## config.mk

```make
export PLATFORM = sky130hd
export DESIGN_NAME = chenc_packer
export DESIGN_NICKNAME = d
export VERILOG_FILES = /design/src/hw/rtl/canonical_huffman_encoder_core_assert.svh /design/src/hw/rtl/chenc_pkg.sv /design/src/hw/rtl/chenc_packer.sv
export SDC_FILE = /design/constraint.sdc
export NUM_CORES = 1
export LEC_CHECK = 0
export ABC_AREA = 0
export BUFFER_PORTS_ARGS = -buffer_cell sky130_fd_sc_hd__buf_4
export CAP_MARGIN = 20
export CORE_ASPECT_RATIO = 1.2
export CORE_UTILIZATION = 29
export CTS_BUF_LIST = sky130_fd_sc_hd__clkbuf_2 sky130_fd_sc_hd__clkbuf_4 sky130_fd_sc_hd__clkbuf_8
export DETAILED_ROUTE_END_ITERATION = 6
export PLACE_DENSITY_LB_ADDON = 0.25
export SLEW_MARGIN = 20
export SYNTH_ARGS = -nofsm -noshare
export SYNTH_HDL_FRONTEND = slang
export SYNTH_SLANG_ARGS = --single-unit
```

## constraint.sdc

```tcl
create_clock -name clk -period 2.9 [get_ports clk]
set_input_delay 0.725 -clock clk [delete_from_list [all_inputs] [get_ports clk]]
set_output_delay 0.725 -clock clk [all_outputs]
set_load 0.01 [all_outputs]
```

## src/hw/rtl/canonical_huffman_encoder_core_assert.svh

```systemverilog
// assertion macros used by the encoder core
`ifndef CANONICAL_HUFFMAN_ENCODER_CORE_ASSERT_SVH
`define CANONICAL_HUFFMAN_ENCODER_CORE_ASSERT_SVH
`ifndef SYNTH
`define CHE_ASSERT(lbl, clk, rst, prop) \
  lbl: assert property (@(posedge clk) disable iff (rst) prop) \
    else $error("encoder core assertion failed");
`define CHE_ASSERT_ALWAYS(lbl, clk, prop) \
  lbl: assert property (@(posedge clk) prop) \
    else $error("encoder core assertion failed");
`else
`define CHE_ASSERT(lbl, clk, rst, prop)
`define CHE_ASSERT_ALWAYS(lbl, clk, prop)
`endif
`endif

```

## src/hw/rtl/chenc_pkg.sv

```systemverilog
`default_nettype none
package chenc_pkg;

  // default sizes
  localparam int SYMBOL_COUNT_DEF = 256;
  localparam int MAX_CODE_LEN_DEF = 16;

  // fixed field widths
  localparam int CMD_W   = 2;
  localparam int SYM_IN_W = 8;
  localparam int LEN_IN_W = 5;
  localparam int BYTE_W  = 8;
  localparam int POS_W   = 3;

  // command codes
  typedef enum logic [CMD_W-1:0] {
    CMD_LOAD   = 2'd0,
    CMD_BUILD  = 2'd1,
    CMD_ENCODE = 2'd2,
    CMD_FLUSH  = 2'd3
  } cmd_t;

  // input transaction
  typedef struct packed {
    logic [CMD_W-1:0]    cmd;
    logic [SYM_IN_W-1:0] symbol;
    logic [LEN_IN_W-1:0] code_length;
  } in_item_t;

  // output transaction
  typedef struct packed {
    logic [BYTE_W-1:0] out_byte;
    logic              last_of_run;
  } out_item_t;

  // top level sequencer states
  typedef enum logic [2:0] {
    ST_IDLE,
    ST_ENC_RD,
    ST_BLD_CNT,
    ST_BLD_NC,
    ST_BLD_CODE,
    ST_BLD_TAIL
  } state_t;

  // bit packer states
  typedef enum logic [1:0] {
    PK_IDLE,
    PK_SHIFT,
    PK_FLUSH
  } pk_state_t;

  // requests from sequencer to bit packer
  typedef struct packed {
    logic start;
    logic flush;
  } pk_ctl_t;

endpackage
`default_nettype wire

```

## src/hw/rtl/chenc_packer.sv

```systemverilog
`default_nettype none
module chenc_packer #(
  parameter int MAX_CODE_LEN = chenc_pkg::MAX_CODE_LEN_DEF
) (
  input  wire                                   clk,
  input  wire                                   rst,
  input  wire  chenc_pkg::pk_ctl_t              ctl,
  input  wire  [MAX_CODE_LEN-1:0]               code,
  input  wire  [$clog2(MAX_CODE_LEN+1)-1:0]     len,
  output logic                                  busy,
  output logic                                  out_valid,
  input  wire                                   out_stall,
  output chenc_pkg::out_item_t                  out_data
);

  localparam int NC_W  = MAX_CODE_LEN;
  localparam int LEN_W = $clog2(MAX_CODE_LEN + 1);

  chenc_pkg::pk_state_t state, state_next;

  logic [NC_W-1:0]                  sr;
  logic [LEN_W-1:0]                 bits_left;
  logic [chenc_pkg::BYTE_W-1:0]     bit_buffer;
  logic [chenc_pkg::POS_W-1:0]      bit_position;

  logic                             can_emit;
  logic                             full;
  logic                             step;
  logic                             emit_flush;
  logic [chenc_pkg::BYTE_W-1:0]     buf_ins;

  assign can_emit = !out_valid || !out_stall;
  assign full     = (bit_position == {chenc_pkg::POS_W{1'b1}});
  assign busy     = (state != chenc_pkg::PK_IDLE);

  // buffer with the current code bit placed at the fill position
  always_comb begin
    buf_ins = bit_buffer;
    buf_ins[bit_position] = sr[NC_W-1];
  end

  // state register
  always_ff @(posedge clk) begin
    if (rst) begin
      state <= chenc_pkg::PK_IDLE;
    end else begin
      state <= state_next;
    end
  end

  // next state and step control
  always_comb begin
    state_next = state;
    step       = 1'b0;
    emit_flush = 1'b0;
    unique case (state)
      chenc_pkg::PK_IDLE: begin
        if (ctl.start) begin
          state_next = chenc_pkg::PK_SHIFT;
        end else if (ctl.flush && bit_position != '0) begin
          state_next = chenc_pkg::PK_FLUSH;
        end
      end
      chenc_pkg::PK_SHIFT: begin
        // a completed byte waits for room in the output register
        if (!full || can_emit) begin
          step = 1'b1;
          if (bits_left == LEN_W'(1)) begin
            state_next = chenc_pkg::PK_IDLE;
          end
        end
      end
      chenc_pkg::PK_FLUSH: begin
        if (can_emit) begin
          emit_flush = 1'b1;
          state_next = chenc_pkg::PK_IDLE;
        end
      end
      default: state_next = chenc_pkg::PK_IDLE;
    endcase
  end

  // shift register and bit counter
  always_ff @(posedge clk) begin
    if (state == chenc_pkg::PK_IDLE && ctl.start) begin
      sr        <= code;
      bits_left <= len;
    end else if (step) begin
      sr        <= sr << 1;
      bits_left <= bits_left - LEN_W'(1);
    end
  end

  // byte accumulator
  always_ff @(posedge clk) begin
    if (rst) begin
      bit_buffer   <= '0;
      bit_position <= '0;
    end else if (emit_flush || (step && full)) begin
      bit_buffer   <= '0;
      bit_position <= '0;
    end else if (step) begin
      bit_buffer   <= buf_ins;
      bit_position <= bit_position + chenc_pkg::POS_W'(1);
    end
  end

  // output register
  always_ff @(posedge clk) begin
    if (rst) begin
      out_valid <= 1'b0;
    end else if (emit_flush || (step && full)) begin
      out_valid <= 1'b1;
    end else if (!out_stall) begin
      out_valid <= 1'b0;
    end
  end

  always_ff @(posedge clk) begin
    if (emit_flush) begin
      out_data.out_byte    <= bit_buffer;
      out_data.last_of_run <= 1'b1;
    end else if (step && full) begin
      // last when the bits still to come cannot fill another byte
      out_data.out_byte    <= buf_ins;
      out_data.last_of_run <= (int'(bits_left) <= chenc_pkg::BYTE_W);
    end
  end

endmodule
`default_nettype wire

```

; Yosys cells after proc, flatten, opt, wreduce, memory -nomap -nowiden
; Cells that the tools add are included.
[totals]
ff_bits = 44
inputBits = 26
output_inout_bits = 11
word_cells = 60
[classes]
n_addsub = 2
order_cmp = 3
n_eq_ne = 9
muxes = 21
n_reduce_logical = 17
[op_table]
columns = op, n
row1 = $mux W16, 2
row2 = $mux W9, 2
row3 = $mux W2, 5
row4 = $mux W5, 2
row5 = $bwmux W8, 1
row6 = $mux W1, 7
row7 = $ne A2 B2 Y1 const B, 3
row8 = $pmux W2 S3, 1
row9 = $reduce_bool A2 Y1, 3
row10 = $eq A5 B1 Y1 const B, 1
row11 = $le A5 B4 Y1 const B, 1
row12 = $sub A5 B1 Y5 const B, 1
row13 = $logic_and A1 B1 Y1, 4
row14 = $lt A3 B4 Y1 const B, 1
row15 = $reduce_and A4 Y1, 1
row16 = $add A3 B1 Y3 const B, 1
row17 = $demux W1 S3, 1
row18 = $eq A3 B3 Y1 const B, 1
row19 = $ge A3 B1 Y1 const B, 1
row20 = $logic_not A1 Y1, 3
row21 = $logic_or A1 B1 Y1, 3
row22 = $ne A3 B3 Y1 const B, 1
row23 = $reduce_bool A3 Y1, 1
row24 = $eq A2 B1 Y1 const B, 1
row25 = other kinds (4), 4

; Depth between registers and ports, before layout
; Gate-level depths: netlist of the first run.
[depth]
word_depth = 8
ltp_mapped = 6
ltp_nobuf = 5

; Least setup slack after synthesis of the first run
; Ideal clock, no wire load.
[synth_timing]
kind = register to register
from = reg bit_position[0] in the netlist's numbering
to = reg bits_left[0] (enable)
setup_ns = 0.428
arrival_ns = 2.548
t_required_ns = 2.472
path_slack_ns = -0.076
stages_incl_launch_ff = 6
n_path_buf = 1
synth_period_minus_slack_ns = 2.976
cell_sequence = dfxtp_1 ha_1 ha_1 and3_1 buf_1 o21ai_0
[synth_via]
elab_chain_cells = 6
[synth_lines]
columns = element, line_no
row1 = "start, declared", chenc_packer.sv:24  ; logic [chenc_pkg::POS_W-1:0] bit_position;
row2 = "start signal, assigned", chenc_packer.sv:104  ; bit_position <= bit_position + chenc_pkg::POS_W'(1);
row3 = $eq A3 B3 Y1, chenc_packer.sv:33  ; assign full = (bit_position == {chenc_pkg::POS_W{1'b1}});
row4 = $logic_not A1 Y1, chenc_packer.sv:66  ; if (!full || can_emit) begin
row5 = $logic_or A1 B1 Y1, chenc_packer.sv:66
row6 = $mux W1, chenc_packer.sv:66
row7 = $mux W1, chenc_packer.sv:56  ; unique case (state)
row8 = $reduce_bool A2 Y1 (no source line), -
row9 = "end signal, assigned", chenc_packer.sv:87  ; bits_left <= len;
row10 = "end signal, assigned", chenc_packer.sv:90  ; bits_left <= bits_left - LEN_W'(1);
row11 = "end, declared", chenc_packer.sv:22  ; logic [LEN_W-1:0] bits_left;
; No other way between the ends.
; A chain may end at the register's enable or synchronous reset.

; Final worst setup path of the first run
[layout_timing]
from = reg bit_position[1] in the netlist's numbering
to = reg out_data[8] in the netlist's numbering (enable)
[layout_via]
elab_chain_cells = 7
[layout_lines]
columns = element, line_no
row1 = $eq A3 B3 Y1 *, chenc_packer.sv:33
row2 = $logic_not A1 Y1, chenc_packer.sv:66
row3 = $logic_or A1 B1 Y1, chenc_packer.sv:66
row4 = $mux W1, chenc_packer.sv:66
row5 = $mux W1, chenc_packer.sv:56
row6 = $logic_and A1 B1 Y1 *, chenc_packer.sv:123  ; end else if (step && full) begin
row7 = $reduce_bool A2 Y1 (no source line) *, -
row8 = "end, declared", chenc_packer.sv:13  ; output chenc_pkg::out_item_t out_data
; Mark *: on every way between the ends. The rest lies on a longest branch, timed or not.

==> results, run 1 <==
- The longest individual stage delay on the worst path is roughly 640 ps.
- The launching element type of the critical path is a register.
- Compared with the post-synthesis result, the final layout area differs by 17.2%.
- The total via count after detailed routing is 1829.
- Of the synthesized area, sequential elements account for 0.493.
- The via count of the first global-routing pass is around 1.7k.
- After synthesis, the cell types taking the most area are sky130_fd_sc_hd__edfxtp_1, sky130_fd_sc_hd__dfxtp_1, sky130_fd_sc_hd__nand2_1.
- The TritonCTS buffer count is 5.
- The total routed wirelength is just under 5 mm.
- The post-cts sizing count is 0.
- The first detailed-routing pass took 6 iterations.
- The endpoint type of the worst setup path is a register.
- The largest driver fanout on the critical path is 13.
- The number of antenna violations at the first check in global routing came to 0.
- In the post-route analysis, the smallest setup slack over all paths is ~770 ps.
- In the synthesized netlist, the number of instances is 241.
- The run finished with clean final reports.
- After synthesis the netlist holds a flip-flop and latch count of 44.
- The cell at the root of the clock tree is sky130_fd_sc_hd__clkbuf_8.
- For this run, the top clock speed supported by timing is 469 MHz.
- For this configuration, the core starts out at a cell density of 0.304.
- The clock passes through at most 2 buffers.
- The largest area contributor in the synthesized netlist is sky130_fd_sc_hd__edfxtp_1.
- The most frequent cell on the critical path is sky130_fd_sc_hd__ha_1.
- The total global-route track usage is 0.126.
- The number of pins exceeding their max-slew limit in the final report is 0.
- In the final layout, the share of cells above drive strength 1 is 0.219.
- The number of fillers in the final layout is between 800 and 900.
- The number of I/O pins is 37.
- Input and output buffers added on the ports amount to 36.
- The area inside the core boundary is approximately 0.0078 mm².
- The number of nets in the finished design is 301.
- The number of hold buffers added after CTS is 0.
- The normalized max-slew margin is 0.403.
- The area share of the largest cell type after synthesis is 0.367.
- Power spread over the standard cell area amounts to between 400 and 500 mW/mm².
- By startpoint and endpoint, the worst setup path is classified as reg2reg.
- After floorplanning, the core was divided into 35 placement rows.
- The synthesized cell area is between 0.002 and 0.0025 mm².
- The first global-routing pass estimated 8.54 mm of wire.
- For the worst setup path, the data required time is 2840 ps.
- Post-CTS timing repair inserted 0 buffers for setup.
- Clock-pin slew was measured on the worst setup and hold paths at around 80 ps.
- The tool flagged a number of max-cap violations equal to 0.
- The signal on the critical path passes through ha_1 -> ha_1 -> nor2b_1 -> nor3_2.
- The clock tree synthesis step divided the H-tree into 2 levels.
- The synthesized area per cell is about 10 µm².
- The placed wire-length estimate is roughly 3.5 mm.
- Setup violations remaining at the end of the flow were counted as 0.
- The detail route stage leaves a number of antenna-violating nets equal to 0.
- The clock period minus worst slack is around 2100 ps.
- The critical path's slowest cell is sky130_fd_sc_hd__nor3_2.
- The worst min-delay path class is reg2reg.
- The final total negative setup slack is 0 ps.
- The number of cells on the worst reg-to-reg path is 4.
- The net count after synthesis is 273.
- The area enclosed by the die boundary is 0.00855 mm².
- After detailed routing, the number of remaining DRC violations is 0.
- The fraction of synthesis flops using an asynchronous set or reset pin is 0.
- The leftover overflow at the end of global routing is 0.
- Yosys mapped a number of flops with a built-in enable equal to 29.
- The die height is slightly above 100 µm.
- The number of instances on the worst hold path is 2.
- The number of hold violations in the final report was 0.
- The routed length per placed instance is about 14 µm.
- TritonCTS built the clock tree.
- The maximum number of pins on one net before global-route repair is 23.
- For this design the static power due to leakage is about 1.1 nW.
- The clock net sink count is 44.
- Hold is met by between 400 and 500 ps.
- The warning count from the yosys run is 0.
- Dividing the detail-routed via count by the number of cells gives roughly 5.1.
- In this run, distinct cell masters in the synthesized netlist total 42.
- The final core area utilization is 0.357.
- The horizontal die dimension is approximately 85 µm.
- Setup repair after global routing left no endpoint under its margin.
- At the pin with the least slew margin, the transition time is 894 ps.
- The peak ir drop on the vdd network is 0.000254 V.
- The latest clock arrival within the worst-skew pair is 300 ps.
- The repair_antennas step left the layout with diodes totalling 0.
- The most used flip-flop cell after synthesis is sky130_fd_sc_hd__edfxtp_1.
- The signal arrival time at the worst endpoint is roughly 2100 ps.
- The global placement routability congestion is 0.737.
- The pre-CTS worst setup slack is between 600 and 700 ps.
- Between clock sinks in the finished design, the worst skew comes to between 8 and 9 ps.
- The first routing iteration left ~100 violations.
- Dividing the final minimum period by the clock period gives 0.735.
## critical path: cells and delay by family, from the launching register on
| kind | cells | cell delay (ps) |
|---|---|---|
| flip-flops | 1 | 550 |
| AND/OR/NAND/NOR | 2 | 810 |
| adder cells (fa/ha/maj) | 2 | 410 |
## synthesized netlist by cell type, types with 2 or more instances
cell,count
sky130_fd_sc_hd__nand2_1,49
sky130_fd_sc_hd__edfxtp_1,29
sky130_fd_sc_hd__nand3_1,21
sky130_fd_sc_hd__dfxtp_1,15
sky130_fd_sc_hd__nand4_1,12
sky130_fd_sc_hd__nand2b_1,9
sky130_fd_sc_hd__buf_2,8
sky130_fd_sc_hd__clkbuf_1,7
sky130_fd_sc_hd__a21oi_1,6
sky130_fd_sc_hd__ha_1,6
sky130_fd_sc_hd__mux2i_1,6
sky130_fd_sc_hd__o211ai_1,6
sky130_fd_sc_hd__o21ai_0,6
sky130_fd_sc_hd__o311ai_0,6
sky130_fd_sc_hd__inv_1,5
sky130_fd_sc_hd__nor3b_1,5
sky130_fd_sc_hd__and3b_1,4
sky130_fd_sc_hd__a21oi_2,3
sky130_fd_sc_hd__buf_6,3
sky130_fd_sc_hd__nor2_1,3
sky130_fd_sc_hd__nor2b_1,3
sky130_fd_sc_hd__nor3_1,3
sky130_fd_sc_hd__xnor2_1,3
sky130_fd_sc_hd__a211oi_1,2
sky130_fd_sc_hd__and2_1,2
sky130_fd_sc_hd__and3_1,2
sky130_fd_sc_hd__o31ai_1,2
## cells in the final DEF (no fill, tap or decap), types with 3 or more instances in the layout
master                     count
sky130_fd_sc_hd__ha_1          6
sky130_fd_sc_hd__clkbuf_8      5
sky130_fd_sc_hd__nand2_1      49
sky130_fd_sc_hd__nand2b_1      9
sky130_fd_sc_hd__buf_4        40
sky130_fd_sc_hd__and3b_1       4
sky130_fd_sc_hd__inv_1         5
sky130_fd_sc_hd__xnor2_1       3
sky130_fd_sc_hd__nor2_1        3
sky130_fd_sc_hd__o21ai_0       5
sky130_fd_sc_hd__o311ai_0      6
sky130_fd_sc_hd__nor3b_1       4
sky130_fd_sc_hd__nor2b_1       3
sky130_fd_sc_hd__nor3_1        3
sky130_fd_sc_hd__a21oi_2       3
sky130_fd_sc_hd__nand3_1      21
sky130_fd_sc_hd__a21oi_1       6
sky130_fd_sc_hd__o211ai_1      6
sky130_fd_sc_hd__nand4_1      12
sky130_fd_sc_hd__mux2i_1       6
sky130_fd_sc_hd__edfxtp_1     29
sky130_fd_sc_hd__dfxtp_1      15
## layout make-up
class | instances | area [µm²] | area share
multi-input combinational | 173 | 1090 | 0.391
timing repair buffer | 40 | 300 | 0.108
sequential | 44 | 1170 | 0.421
clock inverter | 3 | 18.8 | 0.00675
inverter | 5 | 18.8 | 0.00675
clock buffer | 5 | 68.8 | 0.0247
tap | 92 | 115 | 0.0414
## per-layer routing
metal  routed length (µm)  global-route usage  part of all wire  up-vias
li1                     -                   -                 -      932
met3                  230              0.0377             0.047        7
met5                    0                   0                 0        -
met1                 2360               0.159              0.48      849
met4                   84              0.0391             0.017        0
met2                 2240               0.208              0.46       41
## through the flow
stage | area [µm²] | total power (W) | std cells
floorplan | 2370 | 0.000927 | 241
finish | 2780 | 0.00137 | 362
CTS | 2780 | 0.00139 | 362
detailed placement | 2690 | 0.00100 | 354
global route | 2780 | 0.00145 | 362
global placement | 2690 | 0.000998 | 354
## report_power, final
group	internal (W)	switching, W	leakage [nW]
sequential	0.000738	0.0000379	0.408
clock	0.000167	0.000221	0.0378
combinational	0.0000915	0.000116	0.651
## path summary, 6_finish.rpt
kind	start	endpoint	slack, ps
max	bit_position[1]	out_data[8]	770
min	bit_buffer[7]	bit_buffer[7]	500
max reg2reg	bit_position[1]	out_data[8]	770
min reg2reg	bit_buffer[7]	bit_buffer[7]	500
## sequential cells by signal, summed over array words and instances (netlist names)
name          count
bit_buffer        8
bit_position      3
bits_left         5
out_data          9
out_valid         1
sr               16
state             2
## logic make-up after synthesis
| logic type | count (synthesis) | synth area share |
|---|---|---|
| xor gates and xnor gates | 4 | 0.0179 |
| muxes | 6 | 0.0253 |
| buffers and inverters | 24 | 0.0517 |
| AOI/OAI and AO/OA | 38 | 0.122 |
| DFF | 44 | 0.493 |
| adders and majority gates | 6 | 0.0316 |
| and+or+nand+nor | 119 | 0.258 |
No activity file was read; power rests on OpenSTA's default activity.
==> run 2: changes to the inputs <==
Clock period 2.9 ns to 1.75 ns, I/O delays scaled along.
==> run 2 against run 1 <==
Routed wire length increased by 8.0%. Critical endpoint is now busy. Sequential power increased by 64%. Register-to-register slack worse by 660 ps. Sequential share of layout area decreased by 3.4 points. Critical path type is now reg2out. Critical path depth fell by 1. Final cell count increased by 4.1%. First-iteration DRC count shrank 9.1%.
==> results, run 2 (synthesis gave the netlist of run 1 again) <==
- Entering global routing, the biggest net connects 23 pins.
- The launching element type of the critical path is a register.
- In the final layout, the registers with the most flip-flops are sr x16, out_data x9, bit_buffer x8.
- The slowest stage of the critical path is the sky130_fd_sc_hd__dfxtp_4 cell.
- The synthesis-to-finish area growth is 27.8%.
- The family of cells with the greatest summed delay on the critical path is flip-flops.
- The via count of the first global-routing pass is 1893.
- In this run the horizontal extent of the chip is roughly 85 µm.
- The routed layout has 1928 vias.
- The later pin in the worst-skew pair is clocked with a latency of roughly 300 ps.
- Of all nets on the critical path, the largest fanout is 4.
- The number of max-cap violations is 0.
- Of the total power, registers draw 0.460.
- The final hold slack is approximately 320 ps.
- The number of nets in the finished design is between 300 and 400.
- The total global-route track usage is 0.135.
- The total leakage power is 1.22 nW.
- The worst hold path belongs to the class in2reg.
- The longest individual stage delay on the worst path is 360 ps.
- For the final routed database, the setup TNS stands at 0 ps.
- The number of diodes added for antenna fixing is 0.
- The number of hold buffers added after CTS is 0.
- The met3 wire length is ~230 µm.
- The global-route wire length before repair is approximately 9.2 mm.
- Together, buffers and inverters on the worst path number 2.
- The via-per-instance ratio is between 5 and 6.
- The clock tree from TritonCTS is yes.
- The core region is 0.00779 mm².
- The initial DRC count is 90.
- The number of hold violations in the final report is 0.
- The die covers around 0.0086 mm².
- The analysis attributes to net switching a power of 0.000634 W.
- The normalized max-slew margin is 0.620.
- The placed wire-length estimate is ~3.8 mm.
- The clock net sink count is between 40 and 50.
- No sink is reached through more buffers than the 2 on the longest clock path.
- During I/O placement, the number of pins put on the boundary was 37.
- The critical path goes through buf_4 -> or2_2 -> buf_4.
- Dividing the detail-routed wire length by the instance count gives 14.1 µm.
- The worst-case IR drop observed on VDD is approximately 0.00035 V.
- The most frequent cell on the critical path is sky130_fd_sc_hd__buf_4.
- For the pin with the worst max-slew slack, the measured transition is about 570 ps.
- The share of total power dissipated in combinational logic is 0.149.
- STA classifies the critical path endpoint as an output pin.
- The number of pins exceeding their max-slew limit in the final report is 0.
- In the layout the commonest cells are sky130_fd_sc_hd__buf_4, sky130_fd_sc_hd__nand2_1, sky130_fd_sc_hd__edfxtp_1, sky130_fd_sc_hd__nand3_1, sky130_fd_sc_hd__dfxtp_1.
- TritonCTS created 5 clock buffers.
- Of the cells placed in the final design, the portion with a size suffix greater than 1 is 0.281.
- The required time at the endpoint of the critical path is between 1000 and 1500 ps.
- Dividing the final minimum period by the clock period gives 0.969.
- The library cell used most frequently in the layout, excluding fill and tap cells, is sky130_fd_sc_hd__buf_4.
- The global placement routability congestion is just under 0.8.
- After floorplanning, the core was divided into 35 placement rows.
- After detailed routing, the total wire length is roughly 5.3 mm.
- Buffers placed on the I/O ports in this run total 36.
- The total met2 wirelength after detailed routing is approximately 2.5 mm.
- Clock-pin slew was measured on the worst setup and hold paths at roughly 90 ps.
- For this design the ratio of total power to cell area is a little over 900 mW/mm².
- The starting density of the core is 0.304.
- The number of antenna violations at the first check in global routing is 0.
- The flow ran to the end, and the final reports show no timing, DRC or antenna violations.
- STA puts the critical path data arrival time at 1260 ps.
- In this run the clock root is driven by a sky130_fd_sc_hd__clkbuf_8.
- The instance count after placement with tap cells included is ~370.
- The H-tree was split into 2 levels.
- The largest register by flop count is sr.
- The clock network fraction of design power is 0.390.
- Internal power comes to around 0.0021 W.
- In this run the remaining antenna-violating nets after routing total 0.
- The maximum clock frequency is 590 MHz.
- The routed length on met1 is 2.50 mm.
- Counting I/O delays and the setup requirement, the final critical path takes approximately 1700 ps.
- The switching part of the total is 0.230.
- The largest clock skew in the final design is roughly 6.3 ps.
- For this run, the number of standard cells in the final layout without fillers is 377.
- The highest metal layer used by the detailed router is met4.
- Setup repair after global routing left no endpoint under its margin.
- After detailed routing, the number of remaining DRC violations is 0.
- The count of final setup violators is 0.
- The number of flip-flops in the largest register is 16.
- The leftover overflow at the end of global routing is 0.
- The critical path class is reg2out.
- The pre-antenna-repair detailed-routing pass consisted of 6 iterations.
- The die height is slightly above 100 µm.
==> run 2: routing by layer <==
| layer | vias up | global-route usage |
|---|---|---|
| met5 | - | 0 |
| met4 | 0 | 0.0313 |
| met3 | 2 | 0.0303 |
| met2 | 55 | 0.233 |
| met1 | 914 | 0.172 |
| li1 | 957 | - |
==> run 2: power groups by stage <==
| stage | Combinational (W) | Sequential (W) | Clock [W] |
|---|---|---|---|
| global placement | 0.000404 | 0.00130 | 0 |
| floorplan | 0.000254 | 0.00128 | 0 |
| global route | 0.000461 | 0.00128 | 0.00115 |
| finish | 0.000412 | 0.00127 | 0.00108 |
| CTS | 0.000408 | 0.00128 | 0.00110 |
| detailed placement | 0.000405 | 0.00130 | 0 |
==> run 2: layout make-up <==
class / instances / area, µm²
fill: 794 / 4760
sequential: 44 / 1170
multi-input combinational: 173 / 1130
timing repair buffer: 55 / 438
tap: 92 / 115
clock inverter: 3 / 90.1
clock buffer: 5 / 68.8
inverter: 5 / 18.8
==> run 2: path summary, 6_finish.rpt <==
| path | start | endpoint | slack, ps | cells after the start |
|---|---|---|---|---|
| setup / recovery | state[0] | busy | 50 | 3 |
| hold / removal | rst | state[1] | 320 | 2 |
| setup reg to reg | bit_position[0] | bit_buffer[3] | 110 | 6 |
| hold reg to reg | bit_buffer[6] | bit_buffer[6] | 500 | 2 |
==> run 2: metrics by stage <==
stage / util / setup WS (ps) / instance area, µm² / total power, W
2_1_floorplan: - / 5.66 / 2410 / 0.00154
6_report: 0.389 / 54.2 / 3030 / 0.00276
5_1_grt: 0.389 / 5.43 / 3030 / 0.00289
4_1_cts: 0.386 / 4.65 / 3010 / 0.00279
3_5_place_dp: 0.366 / 115 / 2850 / 0.00171
3_3_place_gp: 0.366 / 142 / 2850 / 0.00170
==> run 2: repair_timing <==
item	CTS	global route
gates cloned	0	0
gates resized for setup	1	3
buffers inserted	0	1
setup endpoints to repair	1	3
==> run 3: changes to the inputs <==
--- a/config.mk
+++ b/config.mk
@@ -9,3 +9,2 @@
 export BUFFER_PORTS_ARGS = -buffer_cell sky130_fd_sc_hd__buf_4
-export CAP_MARGIN = 20
 export CORE_ASPECT_RATIO = 1.2
--- a/constraint.sdc
+++ b/constraint.sdc
@@ -3,2 +3,2 @@
 set_output_delay 0.4375 -clock clk [all_outputs]
-set_load 0.01 [all_outputs]
+set_load 0.02 [all_outputs]
==> run 3 against run 2 <==
Sequential share of layout area is the same. Count of clock-buffer cells in the layout is the same. Sequential cell count is the same. Register-to-register slack is essentially flat. Hold slack lost 2.9 ps.
==> results, run 3 (synthesis gave the netlist of run 1 again) <==
- The global placement routability congestion is about 0.78.
- The post-CTS clock slew at the launch and capture registers of the worst setup and hold paths is roughly 90 ps.
- CTS built an H-tree with a depth of 2.
- Setup violations remaining at the end of the flow were counted as 0.
- Summed over all layers, the global routing overflow is 0.
- Of the available clock period, the critical path in the final layout requires 0.973.
- In the layout the commonest cells are sky130_fd_sc_hd__buf_4, sky130_fd_sc_hd__nand2_1, sky130_fd_sc_hd__edfxtp_1, sky130_fd_sc_hd__nand3_1, sky130_fd_sc_hd__dfxtp_1.
- The number of max-cap violations is 0.
- The signal arrival time at the worst endpoint is about 1300 ps.
- Setup slack on the critical path of the routed design comes to between 40 and 50 ps.
- Of all nets on the critical path, the largest fanout is 4.
- Once detailed placement completed, the half-perimeter wirelength came to between 3 and 4 mm.
- The global-route wire length before repair is 9.18 mm.
- The number of nets in the finished design is 316.
- The launching element type of the critical path is a register.
- In this run the critical register-to-register path is launched from bit_position[0].
- The critical path is of the reg2out type.
- Leaving out fill and tap cells, the most frequent cell in the layout is sky130_fd_sc_hd__buf_4.
- The post-layout instance area is about 0.003 mm².
- The horizontal die dimension is between 80 and 90 µm.
- For the finished layout, the period the worst path requires is around 1700 ps.
- Input and output buffers added on the ports amount to 36.
- The largest register by flop count is sr.
- The worst register-to-register path has a setup slack of ~100 ps.
- The TritonCTS buffer count is 5.
- The count of TritonRoute iterations in the first routing pass is 6.
- Across the routed clock network, the largest skew measured is approximately 4.9 ps.
- The number of hold violations in the final report came to 0.
- For this run, the total global-route usage over all layers was measured as 0.135.
- The detail route stage leaves a number of antenna-violating nets equal to 0.
- The final total negative setup slack is 0 ps.
- TritonCTS built the clock tree.
- For the pin with the worst max-slew slack, the measured transition is around 560 ps.
- The latest clock arrival within the worst-skew pair is roughly 300 ps.
- In this run the count of I/O pins placed on the die edge is 37.
- The power per cell area is a little over 900 mW/mm².
- The area inside the core boundary is between 0.007 and 0.008 mm².
- The die is slightly above 100 µm tall.
- The initial DRC count is between 90 and 100.
- In the final layout, the registers with the most flip-flops are sr x16, out_data x9, bit_buffer x8.
- The standard cell area after detailed placement is approximately 0.0029 mm².
- The peak ir drop on the vdd network is 0.000350 V.
- Wires add up to approximately 5.3 mm.
- The number of diodes added for antenna fixing is 0.
- Of the cells placed in the final design, the portion with a size suffix greater than 1 is 0.281.
- After detailed routing, the number of vias per cell comes to a little over 5.
- In this design, the stage delay of the slowest critical-path cell is roughly 350 ps.
- The number of flip-flops in the largest register is 16.
- The number of pins exceeding their max-slew limit in the final report came to 0.
- For the worst setup path, the data required time is ~1300 ps.
- The flow ran to the end, and the final reports show no timing, DRC or antenna violations.
- The critical path's slowest cell is sky130_fd_sc_hd__dfxtp_4.
- The path with the worst hold slack has its endpoint at state[1].
- The endpoint of the worst register-to-register path is bit_buffer[3].
- The via count of the first global-routing pass was 1896.
- The area growth from synthesis to layout is 27.8%.
- The area enclosed by the die boundary is 0.00855 mm².
- The number of cells on the worst reg-to-reg path is 6.
- The total via count after detailed routing is about 1.9k.
- Static timing analysis puts the maximum clock frequency at between 500 and 600 MHz.
- The maximum number of pins on one net before global-route repair is 23.
- Traced cell by cell, the critical path runs through buf_4 -> or2_2 -> buf_4.
- The routed length per placed instance is approximately 14 µm.
- The floorplan has 35 rows.
- The cell at the root of the clock tree is sky130_fd_sc_hd__clkbuf_8.
- The worst hold path passes through 2 cells.
- For this configuration, the core starts out at a cell density of 0.304.
- CTS saw 44 sinks.
- The number of antenna violations at the first check in global routing came to 0.
- The longest clock path from root to sink contains 2 buffers.
- The pre-CTS worst setup slack is roughly 120 ps.
- In this design, the critical path's most frequently occurring cell is sky130_fd_sc_hd__buf_4.
- The worst setup path is captured at an output pin.
- The normalized max-slew margin is 0.624.
- The worst min-delay path class is in2reg.
- The residual DRC count is 0.
- At the end of the flow the core is filled with cells to 0.389.
- Setup repair after global routing left no endpoint under its margin.
- The total leakage power is 1.22 nW.
- In this run the most critical hold path is launched from rst.
run 3: cell counts in the layout (fill, tap and decap cells not counted):
No cell type changed its count.
run 3: what timing repair did:
item,in CTS,in global routing
gates resized for setup,2,2
setup endpoints to repair,1,2
hold buffers,0,0
setup buffers,1,0
run 3: stage by stage:
stage	hold WS [ps]	std cells	total power [W]
detailed placement	487	368	0.00172
global route	313	377	0.00290
finish	316	377	0.00278
floorplan	462	241	0.00155
global placement	483	368	0.00171
CTS	309	377	0.00280
run 3: worst max path at each step:
stage / start / end / cells after the start
detailed placement: bit_position[1] / bit_buffer[3] / 6
floorplan: bit_position[0] / bits_left[0] / 5
global route: bit_position[0] / bit_buffer[3] / 6
CTS: state[0] / busy / 3
global placement: bit_position[0] / bit_buffer[3] / 6
finish: state[0] / busy / 3
run 3: final cells by class:
class | instances | area (µm²)
inverters | 5 | 18.8
multi-input cells | 173 | 1130
well taps | 92 | 115
clock buffers | 5 | 68.8
clock inverters | 3 | 90.1
flip-flops and latches | 44 | 1170
fillers | 794 | 4760
repair buffers | 55 | 438
run 3: power by group:
part / total (W) / switching [W] / internal, W
combinational: 0.000423 / 0.000232 / 0.000191
sequential: 0.00127 / 0.0000482 / 0.00122
clock: 0.00108 / 0.000371 / 0.000714
run 3: layer usage:
layer  vias to the layer above  GRT usage  share of wire
met2                        43      0.233           0.47
met1                       910      0.172           0.48
met4                         0     0.0313          0.011
met3                         6     0.0303          0.036
li1                        954          -              -
met5                         -          0              0
run 3: critical path, delay by kind of cell, from the launching register on:
| family | cells | cell delay, ps |
|---|---|---|
| buf+inv | 2 | 310 |
| flops | 1 | 350 |
| simple gates | 1 | 320 |
